[src/hw/rtl/triangle_unit_normal_unit_assert.svh]
// Assertion macros for the triangle normal RTL.
`ifndef TRIANGLE_UNIT_NORMAL_UNIT_ASSERT_SVH
`define TRIANGLE_UNIT_NORMAL_UNIT_ASSERT_SVH

// Same-cycle implication, disabled during reset.
`define TUN_ASSERT_NOW(lbl, clk, rst, ante, cons, msg) \
   lbl: assert property (@(posedge clk) disable iff (rst) (ante) |-> (cons)) else $error(msg);

// Next-cycle implication, disabled during reset.
`define TUN_ASSERT_NEXT(lbl, clk, rst, ante, cons, msg) \
   lbl: assert property (@(posedge clk) disable iff (rst) (ante) |=> (cons)) else $error(msg);

`endif

[src/hw/rtl/tun_pkg.sv]
// Shared constants, types and the square root step function of the triangle normal pipeline.
package tun_pkg;

   localparam int COORD_BITS_DEFAULT = 20;
   localparam int R_BITS      = 31;             // normalized component magnitude
   localparam int S_BITS      = 64;             // sum of squares / root working width
   localparam int LEN_BITS    = 32;             // integer root
   localparam int Q_BITS      = 16;             // quotient magnitude
   localparam int NUM_BITS    = R_BITS + Q_BITS; // dividend width
   localparam int SQRT_STAGES = 16;
   localparam int SQRT_STEPS  = 2;
   localparam int DIV_STAGES  = 8;
   localparam int DIV_STEPS   = 2;
   localparam int FRONT_STAGES = 9;

   localparam logic [Q_BITS-1:0] Q_POS_MAX = 16'd32767;
   localparam logic [Q_BITS:0]   Q_NEG_MAX = 17'd32768;

   typedef struct packed {
      logic [S_BITS-1:0] v;
      logic [S_BITS-1:0] res;
   } root_type;

   typedef struct packed {
      logic [2:0][R_BITS-1:0] r;
      logic [2:0]             neg;
      logic                   degen;
   } carry_type;

   // One digit of the bitwise integer square root; k counts from 0.
   function automatic root_type root_step(root_type x, int unsigned k);
      logic [S_BITS-1:0] bit_val;
      logic [S_BITS-1:0] trial;
      root_type          y;
      bit_val = S_BITS'(1) << (S_BITS - 2 - 2 * k);
      trial   = x.res + bit_val;
      if (x.v >= trial) begin
         y.v   = x.v - trial;
         y.res = (x.res >> 1) + bit_val;
      end else begin
         y.v   = x.v;
         y.res = x.res >> 1;
      end
      return y;
   endfunction

endpackage

[src/hw/rtl/tun_div_lane.sv]
// Pipelined restoring divider for one normal component, two quotient bits per stage.
module tun_div_lane (
   input  logic                          clock,
   input  logic [tun_pkg::DIV_STAGES-1:0] en,
   input  logic [tun_pkg::NUM_BITS-1:0]  num_in,
   input  logic [tun_pkg::LEN_BITS-1:0]  den_in,
   output logic [tun_pkg::Q_BITS-1:0]    quo_out
);
   import tun_pkg::*;

   logic [NUM_BITS-1:0] rem_ff [DIV_STAGES];
   logic [NUM_BITS-1:0] rem_in [DIV_STAGES];
   logic [Q_BITS-1:0]   q_ff   [DIV_STAGES];
   logic [Q_BITS-1:0]   q_in   [DIV_STAGES];
   logic [LEN_BITS-1:0] den_ff [DIV_STAGES];
   logic [LEN_BITS-1:0] den_in_s [DIV_STAGES];

   for (genvar s = 0; s < DIV_STAGES; s++) begin : g_stage
      logic [NUM_BITS-1:0] rem_src;
      logic [Q_BITS-1:0]   q_src;
      if (s == 0) begin : g_first
         assign rem_src     = num_in;
         assign q_src       = '0;
         assign den_in_s[s] = den_in;
      end else begin : g_next
         assign rem_src     = rem_ff[s-1];
         assign q_src       = q_ff[s-1];
         assign den_in_s[s] = den_ff[s-1];
      end

      always_comb begin
         logic [NUM_BITS-1:0] rem;
         logic [Q_BITS-1:0]   q;
         logic [NUM_BITS-1:0] dsh;
         rem = rem_src;
         q   = q_src;
         for (int j = 0; j < DIV_STEPS; j++) begin
            dsh = NUM_BITS'(den_in_s[s]) << (Q_BITS - 1 - (DIV_STEPS * s + j));
            if (rem >= dsh) begin
               rem = rem - dsh;
               q[Q_BITS - 1 - (DIV_STEPS * s + j)] = 1'b1;
            end
         end
         rem_in[s] = rem;
         q_in[s]   = q;
      end

      always_ff @(posedge clock) begin
         if (en[s]) begin
            rem_ff[s] <= rem_in[s];
            q_ff[s]   <= q_in[s];
            den_ff[s] <= den_in_s[s];
         end
      end
   end

   assign quo_out = q_ff[DIV_STAGES-1];

endmodule

[config.mk]
export PLATFORM = sky130hd
export DESIGN_NAME = tun_div_lane
export DESIGN_NICKNAME = d
export VERILOG_FILES = /design/src/hw/rtl/triangle_unit_normal_unit_assert.svh /design/src/hw/rtl/tun_pkg.sv /design/src/hw/rtl/tun_div_lane.sv
export SDC_FILE = /design/constraint.sdc
export NUM_CORES = 2
export LEC_CHECK = 0
export ABC_AREA = 1
export BUFFER_PORTS_ARGS = -buffer_cell sky130_fd_sc_hd__buf_2
export CAP_MARGIN = 20
export CORE_UTILIZATION = 40
export CTS_BUF_LIST = sky130_fd_sc_hd__clkbuf_4 sky130_fd_sc_hd__clkbuf_8
export CTS_CLUSTER_DIAMETER = 50
export DETAILED_ROUTE_END_ITERATION = 6
export PLACE_DENSITY = 0.62
export SYNTH_ARGS = -nofsm -noshare
export SYNTH_HDL_FRONTEND = slang
export SYNTH_SLANG_ARGS = --single-unit
[constraint.sdc]
create_clock -name clock -period 6.65 [get_ports clock]
set_input_delay 1.33 -clock clock [delete_from_list [all_inputs] [get_ports clock]]
set_output_delay 1.33 -clock clock [all_outputs]
set_load 0.01 [all_outputs]
=== Word level (Yosys, flattened, before mapping) ===
Memories as Yosys holds them, arrays and structs flattened.
Cells that the tools add are included.

* Memory bits (writable): 760
* Input bits: 88
* Word-level logic and storage cells: 83
* Output and inout bits: 16
* Memories: 3
* Register bits: 0

* Order comparisons: 16
* Multiplexer cells: 48
* $add $sub $neg: 16

{| class="wikitable"
|+ Memory list
! name !! depth !! bits a word !! read ports !! clocked after memory_dff !! write ports !! line !! source
|-
| rem_ff || 8 || 47 || 7 || 0 || 8 || tun_div_lane.sv:11 || <nowiki>logic [NUM_BITS-1:0] rem_ff [DIV_STAGES];</nowiki>
|-
| den_ff || 8 || 32 || 7 || 0 || 8 || tun_div_lane.sv:15 || <nowiki>logic [LEN_BITS-1:0] den_ff [DIV_STAGES];</nowiki>
|-
| q_ff || 8 || 16 || 8 || 0 || 8 || tun_div_lane.sv:13 || <nowiki>logic [Q_BITS-1:0] q_ff [DIV_STAGES];</nowiki>
|}

{| class="wikitable"
|+ Operators by type and width
! kind !! number
|-
| $mux 47 || 16
|-
| $ge 47x32->1 || 1
|-
| $ge 47x33->1 || 1
|-
| $ge 47x34->1 || 1
|-
| $ge 47x35->1 || 1
|-
| $ge 47x36->1 || 1
|-
| $ge 47x37->1 || 1
|-
| $ge 47x38->1 || 1
|-
| $ge 47x39->1 || 1
|-
| $ge 47x40->1 || 1
|-
| $ge 47x41->1 || 1
|-
| $ge 47x42->1 || 1
|-
| $ge 47x43->1 || 1
|-
| $ge 47x44->1 || 1
|-
| $ge 47x45->1 || 1
|-
| $ge 47x46->1 || 1
|-
| $ge 47x47->1 || 1
|-
| $sub 47x32->47 || 1
|-
| $sub 47x33->47 || 1
|-
| $sub 47x34->47 || 1
|-
| $sub 47x35->47 || 1
|-
| $sub 47x36->47 || 1
|-
| $sub 47x37->47 || 1
|-
| $sub 47x38->47 || 1
|-
| 10 further kinds || 41
|}

=== Logic depth before layout (Yosys ltp) ===
An unclocked memory read counts as a cell.

* Depth in word-level cells: 5
* Mapped depth: 37
* Mapped depth without buffers: 34

=== Least setup slack after synthesis ===
OpenSTA, ideal clock, no wires.

* Path kind: in2reg
* Start point: input num_in[15] (netlist bit)
* End point: memory rem_ff[0][38] (netlist bit) (data pin)
* Setup slack: 1.150 ns
* Arrival: 5.248 ns
* Stages on the path: 29
* Required time: 6.398 ns
* Setup time: 0.252 ns
* Path buffers: 1
* Path through: inv_1 ha_1 inv_1 fa_1 nand3_1 nand2_1 a21boi_2 o21ai_0 nand4_1 nand3_1 a21oi_2 clkbuf_1 o21ai_0 fa_1 nand3_1 nand2_1 a21oi_1 o21ai_0 inv_1 o21ai_0 nand2_1 nand2_1 nand2_1 nand2_1 nand2_1 nand2_1 xor2_1 nand2_1 nand2_1

{| class="wikitable"
|+ RTL lines
! what !! line !! source
|-
| from (decl) || tun_div_lane.sv:5 || <nowiki>input logic [tun_pkg::NUM_BITS-1:0] num_in,</nowiki>
|-
| to (decl) || tun_div_lane.sv:11 ||
|}

==> results.json <==
{
  "final_period_utilization": 0.927,
  "critical_path_peak_fanout": 27,
  "dieArea_um2": 153000,
  "final_layout_size_suffix_gt1_frac": 0.0595,
  "clock_tree_from_tritoncts": "done",
  "postSynth.asyncResetShare": 0,
  "placement.io_buffers": 103,
  "worst-endpoint-required_ns": 7.22,
  "die_y_um": 391,
  "clock-sinks": 625,
  "antenna_found_initial": 6,
  "clock.fmax_ghz": 0.162,
  "clkSlewWorstSetupHoldPaths_ns": 0.06,
  "post-route-drc-count": 0,
  "final-setup-viol-count": 0,
  "hpwlAfterDp_um": 188000,
  "worstPathBufferInverterCount": 5,
  "top_level_ports": 104,
  "mapped_nets": 9381,
  "globalRouteOverflowTotal": 0,
  "syn-cell-area_um2": 60500,
  "detail_route.wl_per_cell_um": 20.0,
  "floorplan.core_area_um2": 150000,
  "worstHoldPathType": "reg -> reg",
  "groute.layer.met2.usage": 0.482,
  "finalHoldViolCount": 0,
  "gr-usage-met1": 0.375,
  "drt_pre_antenna_iters": 6,
  "worst_pin_slew_ns": 1.04,
  "setup_tns_ns": 0,
  "start_kind": "flip-flop",
  "cts-htree-levels": 4,
  "finalWeightedCongestion": 0.986,
  "cell_at_the_root_of_the_clock_tree": "sky130_fd_sc_hd__clkbuf_8",
  "synthesis.area_per_instance_um2": 6.90,
  "synth-edff-count": 625,
  "viasPerCell": 5.30,
  "clk-insertion-delay-late_ns": 0.87,
  "grt_first_pass_wirelength_um": 334000,
  "synthFlopType": "sky130_fd_sc_hd__edfxtp_1",
  "grt.total_usage": 0.286,
  "timing.reg2reg.setup_slack_ns": 0.49,
  "synth-seq-area-share": 0.310,
  "run_status": "finished, final reports clean",
  "synth_cell_types": 63,
  "busiest_layer": "met2",
  "drv_cap": 0,
  "rsz0062_at_grt": "no",
  "tritoncts.num_buffers": 130,
  "die_x_um": 391,
  "grt_pass1_vias": 55800,
  "finalWirelength_um": 222000,
  "vias_after_detailed_routing": 58700,
  "nets": 9574,
  "postCtsSetupBuffers": 0,
  "placementRows": 142,
  "crit_family": "compound AO/OA/AOI/OAI gates",
  "slew-limit-headroom": 0.298,
  "timing.critical_path.slowest_stage_cell": "sky130_fd_sc_hd__edfxtp_1",
  "end_kind": "flip-flop",
  "fin_crit_period_ns": 6.16,
  "layout-area-overhead-vs-synth_pct": 9.53,
  "start_util": 0.404,
  "grt_start_max_net_pins": 78,
  "first_iter_violations": 5672,
  "m3_gr_usage": 0.0388,
  "final_antenna_net_count": 0,
  "synth-warning-count": 0,
  "max_slew_violation_total_from_the_final_report": 0,
  "cts_max_path_buffers": 3,
  "synthCells": 8766,
  "slowest_delay_ns": 0.47,
  "skew_ns": 0.0444,
  "ys_seq_elements": 625,
  "setup.worst_path.class": "reg -> reg",
  "worst-endpoint-arrival_ns": 6.73
}
-- what timing repair did --
item / in CTS / in global routing
hold buffers: 0 / 0
setup endpoints to repair: 0 / 38
resized for setup: 0 / 2
-- layer usage --
layer  part of all wire  wire length (um)
met4              0.034              7650
met1               0.44             97800
met5           0.000059                13
met2               0.47            104000
met3              0.058             12800
-- final timing paths --
path                startpoint             to  depth (start not counted)
hold reg to reg    q_ff[0][44]    q_ff[0][60]                          0
hold / removal     q_ff[0][44]    q_ff[0][60]                          0
setup reg to reg  den_ff[0][0]  rem_ff[1][43]                         26
setup / recovery  den_ff[0][0]  rem_ff[1][43]                         26
-- stage by stage --
| stage | utilization | std cells | cell area [um2] | setup WS [ns] | hold slack [ns] |
|---|---|---|---|---|---|
| 2_1_floorplan | - | 8766 | 60500 | 1.15 | 0.400 |
| 3_5_place_dp | 0.424 | 10800 | 63500 | 0.271 | 0.405 |
| 4_1_cts | 0.442 | 11100 | 66300 | 0.455 | 0.414 |
| 3_3_place_gp | 0.424 | 10800 | 63500 | 0.280 | 0.401 |
| 5_1_grt | 0.442 | 11100 | 66300 | 0.130 | 0.416 |
| 6_report | 0.442 | 11100 | 66300 | 0.485 | 0.409 |
-- cells by family (layout without fill, tap and decap cells) --
| kind of cell | count (synthesis) | count (layout) | share of synthesized area |
|---|---|---|---|
| compound gates | 1453 | 1453 | 0.131 |
| xor+xnor | 423 | 423 | 0.0612 |
| fa+ha+maj | 527 | 527 | 0.111 |
| buf+inv | 1357 | 1646 | 0.0881 |
| flops | 625 | 625 | 0.310 |
| other cells | 0 | 7 | 0 |
| simple gates | 4381 | 4381 | 0.299 |
-- cell type report --
class,instances,area (um2)
fill,15700,83700
multi-input combinational,6784,36400
sequential,625,18800
inverter,1245,4680
tap,2016,2520
clock buffer,162,2040
timing repair buffer,173,1130
clock inverter,66,696
antenna,7,17.5
-- flip-flops by register name, indices dropped and copies added, names as in the netlist --
| name | count |
|---|---|
| rem_ff | 329 |
| q_ff | 72 |
| den_ff | 224 |
-- synth_stat cells, types with 4 or more instances --
| library cell | n | area, um2 |
|---|---|---|
| sky130_fd_sc_hd__nand2_1 | 2734 | 10300 |
| sky130_fd_sc_hd__inv_1 | 1225 | 4600 |
| sky130_fd_sc_hd__nor2_1 | 839 | 3150 |
| sky130_fd_sc_hd__edfxtp_1 | 625 | 18800 |
| sky130_fd_sc_hd__a21oi_1 | 621 | 3110 |
| sky130_fd_sc_hd__o21ai_0 | 519 | 2600 |
| sky130_fd_sc_hd__ha_1 | 512 | 6410 |
| sky130_fd_sc_hd__nand3_1 | 393 | 1970 |
| sky130_fd_sc_hd__xor2_1 | 231 | 2020 |
| sky130_fd_sc_hd__xnor2_1 | 192 | 1680 |
| sky130_fd_sc_hd__nand4_1 | 154 | 963 |
| sky130_fd_sc_hd__nor3_1 | 74 | 370 |
| sky130_fd_sc_hd__a31oi_1 | 60 | 375 |
| sky130_fd_sc_hd__a21o_1 | 53 | 398 |
| sky130_fd_sc_hd__o21bai_1 | 45 | 338 |
| sky130_fd_sc_hd__buf_2 | 43 | 215 |
| sky130_fd_sc_hd__o21ai_1 | 42 | 210 |
| sky130_fd_sc_hd__clkbuf_1 | 40 | 150 |
| sky130_fd_sc_hd__o21a_1 | 38 | 285 |
| sky130_fd_sc_hd__or2_2 | 36 | 225 |
| sky130_fd_sc_hd__nor4_1 | 35 | 219 |
| sky130_fd_sc_hd__nor2_2 | 25 | 156 |
| sky130_fd_sc_hd__nand2_2 | 24 | 150 |
| sky130_fd_sc_hd__a21boi_0 | 21 | 158 |
| sky130_fd_sc_hd__buf_6 | 20 | 225 |
| sky130_fd_sc_hd__fa_1 | 15 | 300 |
| sky130_fd_sc_hd__inv_2 | 15 | 56.3 |
| sky130_fd_sc_hd__nand3_2 | 13 | 130 |
| sky130_fd_sc_hd__o211ai_1 | 12 | 90.1 |
| sky130_fd_sc_hd__nand3b_1 | 11 | 82.6 |
| sky130_fd_sc_hd__buf_4 | 8 | 60.1 |
| sky130_fd_sc_hd__o221ai_1 | 8 | 70.1 |
| sky130_fd_sc_hd__o31ai_1 | 8 | 60.1 |
| sky130_fd_sc_hd__a211oi_1 | 6 | 45.0 |
| sky130_fd_sc_hd__and3_1 | 6 | 37.5 |
| sky130_fd_sc_hd__nand2_4 | 6 | 67.6 |
| sky130_fd_sc_hd__and2_1 | 5 | 31.3 |
| sky130_fd_sc_hd__nor2_4 | 5 | 56.3 |
| sky130_fd_sc_hd__o21ai_2 | 4 | 35.0 |
-- cell usage in the layout, fill, tap and decap left out, types with 53 or more instances in the layout --
cell type,netlist,routed
sky130_fd_sc_hd__inv_1,1225,1225
sky130_fd_sc_hd__ha_1,512,512
sky130_fd_sc_hd__o21ai_0,519,518
sky130_fd_sc_hd__nor2_1,839,839
sky130_fd_sc_hd__xnor2_1,192,192
sky130_fd_sc_hd__clkbuf_8,0,132
sky130_fd_sc_hd__buf_2,43,96
sky130_fd_sc_hd__xor2_1,231,231
sky130_fd_sc_hd__edfxtp_1,625,625
sky130_fd_sc_hd__buf_4,8,71
sky130_fd_sc_hd__a21oi_1,621,621
sky130_fd_sc_hd__nand4_1,154,154
sky130_fd_sc_hd__a21o_1,53,53
sky130_fd_sc_hd__nand3_1,393,393
sky130_fd_sc_hd__nand2_1,2734,2734
sky130_fd_sc_hd__nor3_1,74,73
sky130_fd_sc_hd__a31oi_1,60,60
Power is not shown: default switching activity piles up to over one toggle a cycle in this logic, so the estimate is an artifact.
